`config.mk`:
```
export PLATFORM = sky130hd
export DESIGN_NAME = overlapping_frame_segmenter
export DESIGN_NICKNAME = d
export VERILOG_FILES = /design/src/rtl/ofs_pkg.sv /design/src/rtl/ofs_regs.sv /design/src/rtl/ofs_ctrl.sv /design/src/rtl/ofs_dp.sv /design/src/rtl/overlapping_frame_segmenter.sv
export SDC_FILE = /design/constraint.sdc
export NUM_CORES = 2
export LEC_CHECK = 0
export ABC_AREA = 0
export BUFFER_PORTS_ARGS = -buffer_cell sky130_fd_sc_hd__buf_4
export CAP_MARGIN = 20
export CORE_AREA = 3 3 546 548
export DETAILED_ROUTE_END_ITERATION = 8
export DIE_AREA = 0 0 549 551
export GPL_TIMING_DRIVEN = 0
export PLACE_DENSITY = 0.44
export REMOVE_ABC_BUFFERS = 1
export SKIP_CTS_REPAIR_TIMING = 1
export SYNTH_ARGS = -nofsm -noshare
export SYNTH_HDL_FRONTEND = slang
export SYNTH_SLANG_ARGS = --single-unit
```
`constraint.sdc`:
```
create_clock -name clk -period 12.27 [get_ports clk]
set_input_delay 0.6135 -clock clk [delete_from_list [all_inputs] [get_ports clk]]
set_output_delay 0.6135 -clock clk [all_outputs]
set_load 0.01 [all_outputs]
```
`src/rtl/ofs_pkg.sv`:
```
// ofs_pkg: shared types, constants and register map for the overlapping frame segmenter
// no dependencies; imported by every module of the block
`timescale 1ns / 1ps
`default_nettype none

package ofs_pkg;

  localparam int MAX_FRAME_DEF = 64;
  localparam int DATA_W        = 16;
  localparam int CFG_W         = 7;
  localparam int APB_AW        = 3;
  localparam int APB_DW        = 32;
  localparam int REG_IDX_W     = 1;

  localparam logic [CFG_W-1:0] FRAME_LEN_RST = 7'd64;
  localparam logic [CFG_W-1:0] HOP_LEN_RST   = 7'd32;

  localparam logic [REG_IDX_W-1:0] REG_FRAME_LEN = 1'b0;
  localparam logic [REG_IDX_W-1:0] REG_HOP_LEN   = 1'b1;

  typedef struct packed {
    logic signed [DATA_W-1:0] sample_q;
    logic signed [DATA_W-1:0] sample_i;
  } in_t;

  typedef struct packed {
    logic signed [DATA_W-1:0] out_i;
    logic signed [DATA_W-1:0] out_q;
    logic                     frame_last;
  } out_t;

  typedef struct packed {
    logic accept;
    logic issue;
    logic issue_last;
  } cmd_t;

  typedef struct packed {
    logic frame_due;
    logic credit_ok;
  } stat_t;

endpackage

`default_nettype wire

```
`src/rtl/ofs_regs.sv`:
```
// ofs_regs: apb register file holding frame length and hop, with range clamping
// depends on ofs_pkg
`timescale 1ns / 1ps
`default_nettype none

module ofs_regs #(
  parameter int MAX_FRAME = ofs_pkg::MAX_FRAME_DEF,
  parameter int CNT_W     = $clog2(MAX_FRAME + 1)
) (
  input  wire logic                       clk,
  input  wire logic                       rst,
  input  wire logic                       psel,
  input  wire logic                       penable,
  input  wire logic                       pwrite,
  input  wire logic [ofs_pkg::APB_AW-1:0] paddr,
  input  wire logic [ofs_pkg::APB_DW-1:0] pwdata,
  output logic      [ofs_pkg::APB_DW-1:0] prdata,
  output logic                            pready,
  output logic      [CNT_W-1:0]           flen_eff,
  output logic      [CNT_W-1:0]           hop_eff
);
  import ofs_pkg::*;

  logic [CFG_W-1:0]     frame_len;
  logic [CFG_W-1:0]     hop_len;
  logic [REG_IDX_W-1:0] reg_idx;
  logic                 wr_en;
  logic [CFG_W-1:0]     flen_c;
  logic [CFG_W-1:0]     hop_c;

  assign pready  = 1'b1;
  assign reg_idx = paddr[APB_AW-1:2];
  assign wr_en   = psel && penable && pwrite;

  always_ff @(posedge clk) begin
    if (rst) begin
      frame_len <= FRAME_LEN_RST;
      hop_len   <= HOP_LEN_RST;
    end else if (wr_en) begin
      unique case (reg_idx)
        REG_FRAME_LEN: frame_len <= pwdata[CFG_W-1:0];
        REG_HOP_LEN:   hop_len   <= pwdata[CFG_W-1:0];
      endcase
    end
  end

  always_comb begin
    unique case (reg_idx)
      REG_FRAME_LEN: prdata = APB_DW'(frame_len);
      REG_HOP_LEN:   prdata = APB_DW'(hop_len);
    endcase
  end

  // clamp to the usable range
  always_comb begin
    priority if (frame_len == '0) flen_c = CFG_W'(1);
    else if (frame_len > CFG_W'(MAX_FRAME)) flen_c = CFG_W'(MAX_FRAME);
    else flen_c = frame_len;

    priority if (hop_len == '0) hop_c = CFG_W'(1);
    else if (hop_len > flen_c) hop_c = flen_c;
    else hop_c = hop_len;
  end

  assign flen_eff = flen_c[CNT_W-1:0];
  assign hop_eff  = hop_c[CNT_W-1:0];

endmodule

`default_nettype wire

```
`src/rtl/ofs_ctrl.sv`:
```
// ofs_ctrl: controller fsm, takes samples and sequences the frame read-out
// depends on ofs_pkg; drives the datapath through cmd_t, watches stat_t
`timescale 1ns / 1ps
`default_nettype none

module ofs_ctrl #(
  parameter int MAX_FRAME = ofs_pkg::MAX_FRAME_DEF,
  parameter int PTR_W     = $clog2(MAX_FRAME),
  parameter int CNT_W     = $clog2(MAX_FRAME + 1)
) (
  input  wire logic                 clk,
  input  wire logic                 rst,
  input  wire logic                 sample_valid,
  output logic                      sample_ready,
  input  wire logic [CNT_W-1:0]     flen_eff,
  input  wire ofs_pkg::stat_t       stat,
  output ofs_pkg::cmd_t             cmd
);
  import ofs_pkg::*;

  localparam logic ST_IDLE = 1'b0;
  localparam logic ST_READ = 1'b1;

  logic [0:0]       state;
  logic [0:0]       state_next;
  logic [PTR_W-1:0] k;
  logic [PTR_W-1:0] k_next;

  assign sample_ready = (state == ST_IDLE);

  always_comb begin
    state_next = state;
    k_next     = k;
    cmd        = '0;
    unique case (state)
      ST_IDLE: begin
        cmd.accept = sample_valid;
        if (sample_valid && stat.frame_due) begin
          state_next = ST_READ;
          k_next     = '0;
        end
      end
      ST_READ: begin
        if (stat.credit_ok) begin
          cmd.issue      = 1'b1;
          cmd.issue_last = (CNT_W'(k) == flen_eff - CNT_W'(1));
          if (cmd.issue_last) begin
            state_next = ST_IDLE;
          end else begin
            k_next = k + PTR_W'(1);
          end
        end
      end
    endcase
  end

  always_ff @(posedge clk) begin
    if (rst) begin
      state <= ST_IDLE;
      k     <= '0;
    end else begin
      state <= state_next;
      k     <= k_next;
    end
  end

endmodule

`default_nettype wire

```
`src/rtl/ofs_dp.sv`:
```
// ofs_dp: datapath with sample ring store, pointers, fill count and output buffer
// depends on ofs_pkg; commanded by ofs_ctrl
`timescale 1ns / 1ps
`default_nettype none

module ofs_dp #(
  parameter int MAX_FRAME = ofs_pkg::MAX_FRAME_DEF,
  parameter int PTR_W     = $clog2(MAX_FRAME),
  parameter int CNT_W     = $clog2(MAX_FRAME + 1)
) (
  input  wire logic             clk,
  input  wire logic             rst,
  input  wire ofs_pkg::in_t     sample,
  output ofs_pkg::out_t         result,
  output logic                  result_valid,
  input  wire logic             result_ready,
  input  wire logic [CNT_W-1:0] flen_eff,
  input  wire logic [CNT_W-1:0] hop_eff,
  input  wire ofs_pkg::cmd_t    cmd,
  output ofs_pkg::stat_t        stat
);
  import ofs_pkg::*;

  function automatic logic [PTR_W-1:0] ring_add(input logic [PTR_W-1:0] p,
                                                input logic [CNT_W-1:0] n);
    logic [CNT_W:0] s;
    s = (CNT_W+1)'(p) + (CNT_W+1)'(n);
    if (s >= (CNT_W+1)'(MAX_FRAME)) s = s - (CNT_W+1)'(MAX_FRAME);
    return s[PTR_W-1:0];
  endfunction

  in_t              mem [MAX_FRAME];
  in_t              rd_data;
  logic             rd_last;
  logic             pend;
  logic [PTR_W-1:0] write_ptr;
  logic [PTR_W-1:0] oldest_ptr;
  logic [PTR_W-1:0] rd_ptr;
  logic [CNT_W-1:0] fill_count;
  logic [CNT_W-1:0] fill_after;
  logic [PTR_W-1:0] oldest_after;
  logic             store_full;

  out_t             obuf [2];
  logic             head;
  logic             tail;
  logic [1:0]       ocnt;
  logic             push;
  logic             pop;
  logic [2:0]       used;

  // store
  always_ff @(posedge clk) begin
    if (cmd.accept) begin
      mem[write_ptr] <= sample;
    end
    if (cmd.issue) begin
      rd_data <= mem[rd_ptr];
      rd_last <= cmd.issue_last;
    end
  end

  assign store_full   = (fill_count == CNT_W'(MAX_FRAME));
  assign fill_after   = store_full ? fill_count : fill_count + CNT_W'(1);
  assign oldest_after = store_full ? ring_add(oldest_ptr, CNT_W'(1)) : oldest_ptr;

  always_ff @(posedge clk) begin
    if (rst) begin
      write_ptr  <= '0;
      oldest_ptr <= '0;
      rd_ptr     <= '0;
      fill_count <= '0;
      pend       <= 1'b0;
    end else begin
      pend <= cmd.issue;
      if (cmd.accept) begin
        write_ptr  <= ring_add(write_ptr, CNT_W'(1));
        fill_count <= fill_after;
        oldest_ptr <= oldest_after;
        rd_ptr     <= oldest_after;
      end
      if (cmd.issue) begin
        rd_ptr <= ring_add(rd_ptr, CNT_W'(1));
      end
      if (cmd.issue_last) begin
        oldest_ptr <= ring_add(oldest_ptr, hop_eff);
        fill_count <= fill_count - hop_eff;
      end
    end
  end

  // output buffer, two entries
  assign push         = pend;
  assign result_valid = (ocnt != 2'd0);
  assign pop          = result_valid && result_ready;
  assign result       = obuf[head];
  assign used         = 3'(ocnt) + 3'(pend);

  always_ff @(posedge clk) begin
    if (push) begin
      obuf[tail] <= '{out_i: rd_data.sample_i, out_q: rd_data.sample_q,
                      frame_last: rd_last};
    end
  end

  always_ff @(posedge clk) begin
    if (rst) begin
      head <= 1'b0;
      tail <= 1'b0;
      ocnt <= 2'd0;
    end else begin
      if (push) tail <= ~tail;
      if (pop) head <= ~head;
      ocnt <= ocnt + 2'(push) - 2'(pop);
    end
  end

  assign stat.frame_due = (fill_after >= flen_eff);
  assign stat.credit_ok = (used < 3'd2 + 3'(pop));

endmodule

`default_nettype wire

```
`src/rtl/overlapping_frame_segmenter.sv`:
```
// overlapping_frame_segmenter: top level, joins register file, controller and datapath
// depends on ofs_pkg, ofs_regs, ofs_ctrl, ofs_dp
//
//   channel   direction  handshake                      payload
//   sample    in         sample_valid / sample_ready    ofs_pkg::in_t
//   result    out        result_valid / result_ready    ofs_pkg::out_t
//   apb       in         psel, penable, pready          paddr, pwdata, prdata
//
// samples are taken in idle; once a frame is due, the next waits for its read-out:
// the frame is read from the single-port ring store one entry per cycle
// stalls on the result side pause the read-out through a two-entry output buffer
// synchronous reset; store contents are not cleared, no clearing pass is needed
`timescale 1ns / 1ps
`default_nettype none

module overlapping_frame_segmenter #(
  parameter int MAX_FRAME = ofs_pkg::MAX_FRAME_DEF
) (
  input  wire logic                       clk,
  input  wire logic                       rst,
  input  wire ofs_pkg::in_t               sample,
  input  wire logic                       sample_valid,
  output logic                            sample_ready,
  output ofs_pkg::out_t                   result,
  output logic                            result_valid,
  input  wire logic                       result_ready,
  input  wire logic                       psel,
  input  wire logic                       penable,
  input  wire logic                       pwrite,
  input  wire logic [ofs_pkg::APB_AW-1:0] paddr,
  input  wire logic [ofs_pkg::APB_DW-1:0] pwdata,
  output logic      [ofs_pkg::APB_DW-1:0] prdata,
  output logic                            pready
);
  import ofs_pkg::*;

  localparam int PTR_W = $clog2(MAX_FRAME);
  localparam int CNT_W = $clog2(MAX_FRAME + 1);

  logic [CNT_W-1:0] flen_eff;
  logic [CNT_W-1:0] hop_eff;
  cmd_t             cmd;
  stat_t            stat;

  ofs_regs #(
    .MAX_FRAME (MAX_FRAME),
    .CNT_W     (CNT_W)
  ) u_regs (
    .clk      (clk),
    .rst      (rst),
    .psel     (psel),
    .penable  (penable),
    .pwrite   (pwrite),
    .paddr    (paddr),
    .pwdata   (pwdata),
    .prdata   (prdata),
    .pready   (pready),
    .flen_eff (flen_eff),
    .hop_eff  (hop_eff)
  );

  ofs_ctrl #(
    .MAX_FRAME (MAX_FRAME),
    .PTR_W     (PTR_W),
    .CNT_W     (CNT_W)
  ) u_ctrl (
    .clk          (clk),
    .rst          (rst),
    .sample_valid (sample_valid),
    .sample_ready (sample_ready),
    .flen_eff     (flen_eff),
    .stat         (stat),
    .cmd          (cmd)
  );

  ofs_dp #(
    .MAX_FRAME (MAX_FRAME),
    .PTR_W     (PTR_W),
    .CNT_W     (CNT_W)
  ) u_dp (
    .clk          (clk),
    .rst          (rst),
    .sample       (sample),
    .result       (result),
    .result_valid (result_valid),
    .result_ready (result_ready),
    .flen_eff     (flen_eff),
    .hop_eff      (hop_eff),
    .cmd          (cmd),
    .stat         (stat)
  );

endmodule

`default_nettype wire

```
==> results.txt <==
Final wirelength: 242500 microns
Comb pwr share: 4.9%
Worst hold path class: in2reg
Syn Inst Count: 3685
Core Util, Final: 34.56%
Synth Warn #: 0
Core ar.: 293600 sq um
Worst reg-to-reg setup slack: 7.71 ns
Worst r2r src: u_regs.frame_len[2]
Async S/R FF share, synth: 0%
Worst Setup SP: u_regs.frame_len[2]
TritonCTS clock tree: yes
Post-synthesis sequential area ratio: 76.91%
Global placement routability congestion: 0.7023
CP Max Fanout: 10
Post-Syn Area: 85180 sq um
Clk buf depth: 4
Number of nets in the layout: 4111
Setup_tns: 0 ns
Worst Setup End Kind: register
Tmin final: 4.558 ns
Area of the multi-input gates: 19100 sq um
Dpl hpwl: 153700 microns
Worst-margin pin slew: 0.9756 ns
FP Rows: 199
Final non-filler cell total: 8109
Via count: 39640
Sw frac: 21.31%
Vias in the first global route: 40690
Int Power: 12.49 mW
First drt pass iteration count: 5
EDFF count, synth: 2147
Setup violators final: 0
FILL cells: 27050
Clock share of power: 42.8%
Switching pwr: 3.383 mW
Required @ worst endpoint: 12.99 ns
Worst-path clk slew: 0.06 ns
Worst EP arrival: 5.28 ns
Pleak: 30.32 nW
Die area: 302500 sq um
Remaining DRCs: 0
Max Cap Viol: 0
Num Clock Sinks: 2199
RSZ-0062 raised after global routing: no
Synth cell types: 55
VDD IR max: 0.1100 mV
Root Driver: clkbuf_16
Largest net degree at the start of global routing: 65
Crit Reg-Reg Endpoint: u_dp.fill_count[6]
Primary FF master, synth: edfxtp_1
Register area: 65540 sq um
Final Power: 15.87 mW
DR WL/cell: 29.90 microns
Buffers on Ports: 88
Status: completed
Headroom to the max-slew limit: 34.81%
End point of the critical path: u_dp.fill_count[6]
Gr usage total: 15.83%
Reg2Reg Depth: 18
Num CTS Buffers: 237
Sequential power share: 52.3%
Synth Register Bits: 2199
P per Cell Area: 156.4 nW/um^2
Fmax: 0.2194 GHz
Wire length of the first global-routing pass: 337400 microns
Htree depth: 4
Clock Skews: 0.06345 ns
Kind of critical path: reg2reg
Routed Antenna Nets: 0
Fraction of layout cells with a size suffix above 1: 32.35%
Die width: 549 microns
Final hold vios: 0
Final period utilization: 37.14%
Cells after DPL: 7673
Max-slew violation count: 0
Worst-Skew Late Latency: 0.88 ns
I/O pins: 142
Final hold slack: 0.03079 ns
Post-DR vias/cell: 4.888
Avg Cell Area, Syn: 23.12 sq um
Die Height: 551 microns
P&R area growth vs syn: 19.11%
Antenna violations before repair: 19
Crit start category: register
Initial Util: 29.02%
Global route total overflow: 0
Starting DRT DRC Count: 3757
==> kinds of logic (layout without fill, tap and decap cells) <==
group	Yosys count	in the layout	synth area share (%)
muxes	722	722	18.00
AOI/OAI and AO/OA	147	147	1.083
adders and majority gates	39	39	0.5905
DFF	2199	2199	76.91
and+or+nand+nor	284	284	1.591
xor gates and xnor gates	47	47	0.4832
other	2	28	0.008816
buffers and inverters	245	724	1.338
==> metal layers <==
metal	share of wire [%]	GRT usage (%)	routed length, microns
met5	0.014	0	34
met4	2.7	4.166	6530
met2	49	25.99	117700
met1	44	22.38	107400
met3	4.4	1.885	10730
==> synthesized netlist by cell type (all sizes together), types with 3 or more instances <==
cell type  count  area, sq um
nand4          8        50.05
nand2b         4        25.02
xor2          17        148.9
nand3b         5        37.54
ha            37        462.9
a2bb2oi        3        26.28
nor2         120        450.4
nand4b         3        26.28
a21o           3        22.52
buf          116        655.6
mux2          38        427.9
xnor2         30        262.8
inv           24        90.08
mux4         644        14500
o21bai         4        30.03
edfxtp      2147        64470
a21oi         65        325.3
nor3           6        30.03
dfxtp         52         1041
o211ai         7        52.55
o311ai         4        35.03
o22ai          3        18.77
o21ai         11        55.05
o21a           3        22.52
nor2b         37        231.5
nor4           4        25.02
or2            9        56.30
mux2i         40        400.4
nand2         53        198.9
nand3         21        115.1
a31oi          4        25.02
clkbuf       105        394.1
a211oi        33        247.7
==> stage by stage <==
step	setup WS [ns]	instance area (sq um)
after detailed placement	7.680	94150
final	7.712	101500
after global placement	-25.42	89790
after floorplan	-10.88	84220
after CTS	7.641	101400
after global routing	7.171	101500
==> critical path, stage by stage (launching register included) <==
cell and delay, ns:
dfxtp_1 0.39, nor4_1 0.59, a21oi_1 0.15, nor2_1 0.26, ha_1 0.19, nand3b_1 0.09
a21oi_1 0.08, o21bai_1 0.63, nor2_1 0.08, a211o_1 0.34, ha_1 0.24, fa_1 0.46
inv_1 0.08, a21o_1 0.11, a21oi_1 0.10, o21bai_1 0.15, a21oi_1 0.10, xnor2_1 0.13
o311ai_0 0.27
==> cells in the final DEF (no fill, tap or decap), types with 5 or more instances in the layout <==
master	count
edfxtp_1	2147
mux4_2	644
clkbuf_16	238
buf_12	109
buf_4	91
a21oi_1	65
nor2_4	62
clkbuf_1	59
nor2_1	58
buf_16	56
nand2_1	53
clkinv_1	52
clkinv_2	49
dfxtp_1	45
mux2i_1	40
mux2_2	38
ha_1	37
nor2b_1	36
a211oi_1	33
xnor2_1	30
conb_1	26
inv_1	22
nand3_1	19
xor2_1	17
bufinv_16	16
o21ai_0	11
or2_2	9
nand4_1	8
buf_6	8
o211ai_1	7
dfxtp_4	6
nand3b_1	5
inv_6	5
dlygate4sd3_1	5
==> power groups by stage <==
stage	Clock (mW)	Combinational [mW]	Sequential (mW)
3_3_place_gp	0	1.10	8.60
6_report	6.79	0.773	8.31
3_5_place_dp	0	0.796	8.47
2_1_floorplan	0	0.590	8.52
5_1_grt	7.28	0.839	8.31
4_1_cts	6.99	0.798	8.31
==> cell type report <==
type | count | area share, %
tap | 3919 | 4.833
clock inverter | 132 | 1.065
multi-input combinational | 1265 | 18.83
sequential | 2199 | 64.59
clock buffer | 297 | 6.088
antenna | 2 | 0.004932
inverter | 24 | 0.09372
timing repair buffer | 271 | 4.501
==> sequential cells by signal, summed over array words and instances, names as in the netlist, named ones only <==
signal and cells:
u_dp.obuf 66, u_regs.hop_len 7, u_dp.mem 2048, u_dp.fill_count 7, u_dp.tail 1, u_dp.ocnt 2, u_regs.frame_len 7, u_ctrl.k 6
u_dp.rd_ptr 6, u_ctrl.state 1, u_dp.rd_last 1, u_dp.pend 1, u_dp.head 1, u_dp.rd_data 32, u_dp.oldest_ptr 6, u_dp.write_ptr 6
==> how the worst min path moves through the flow <==
stage	start	cells past startpoint	slack, ns	to
2_1_floorplan	u_dp.rd_last	0	0.42	u_dp.obuf[0][0]
3_3_place_gp	u_dp.rd_data[21]	0	0.43	u_dp.obuf[0][6]
3_5_place_dp	u_dp.rd_data[19]	0	0.43	u_dp.obuf[0][4]
4_1_cts	pwdata[6]	2	-0.08	u_regs.frame_len[6]
5_1_grt	pwdata[2]	3	0.02	u_regs.hop_len[2]
6_report	pwdata[0]	3	0.03	u_regs.frame_len[0]
Power figures use the tool's default switching activity.
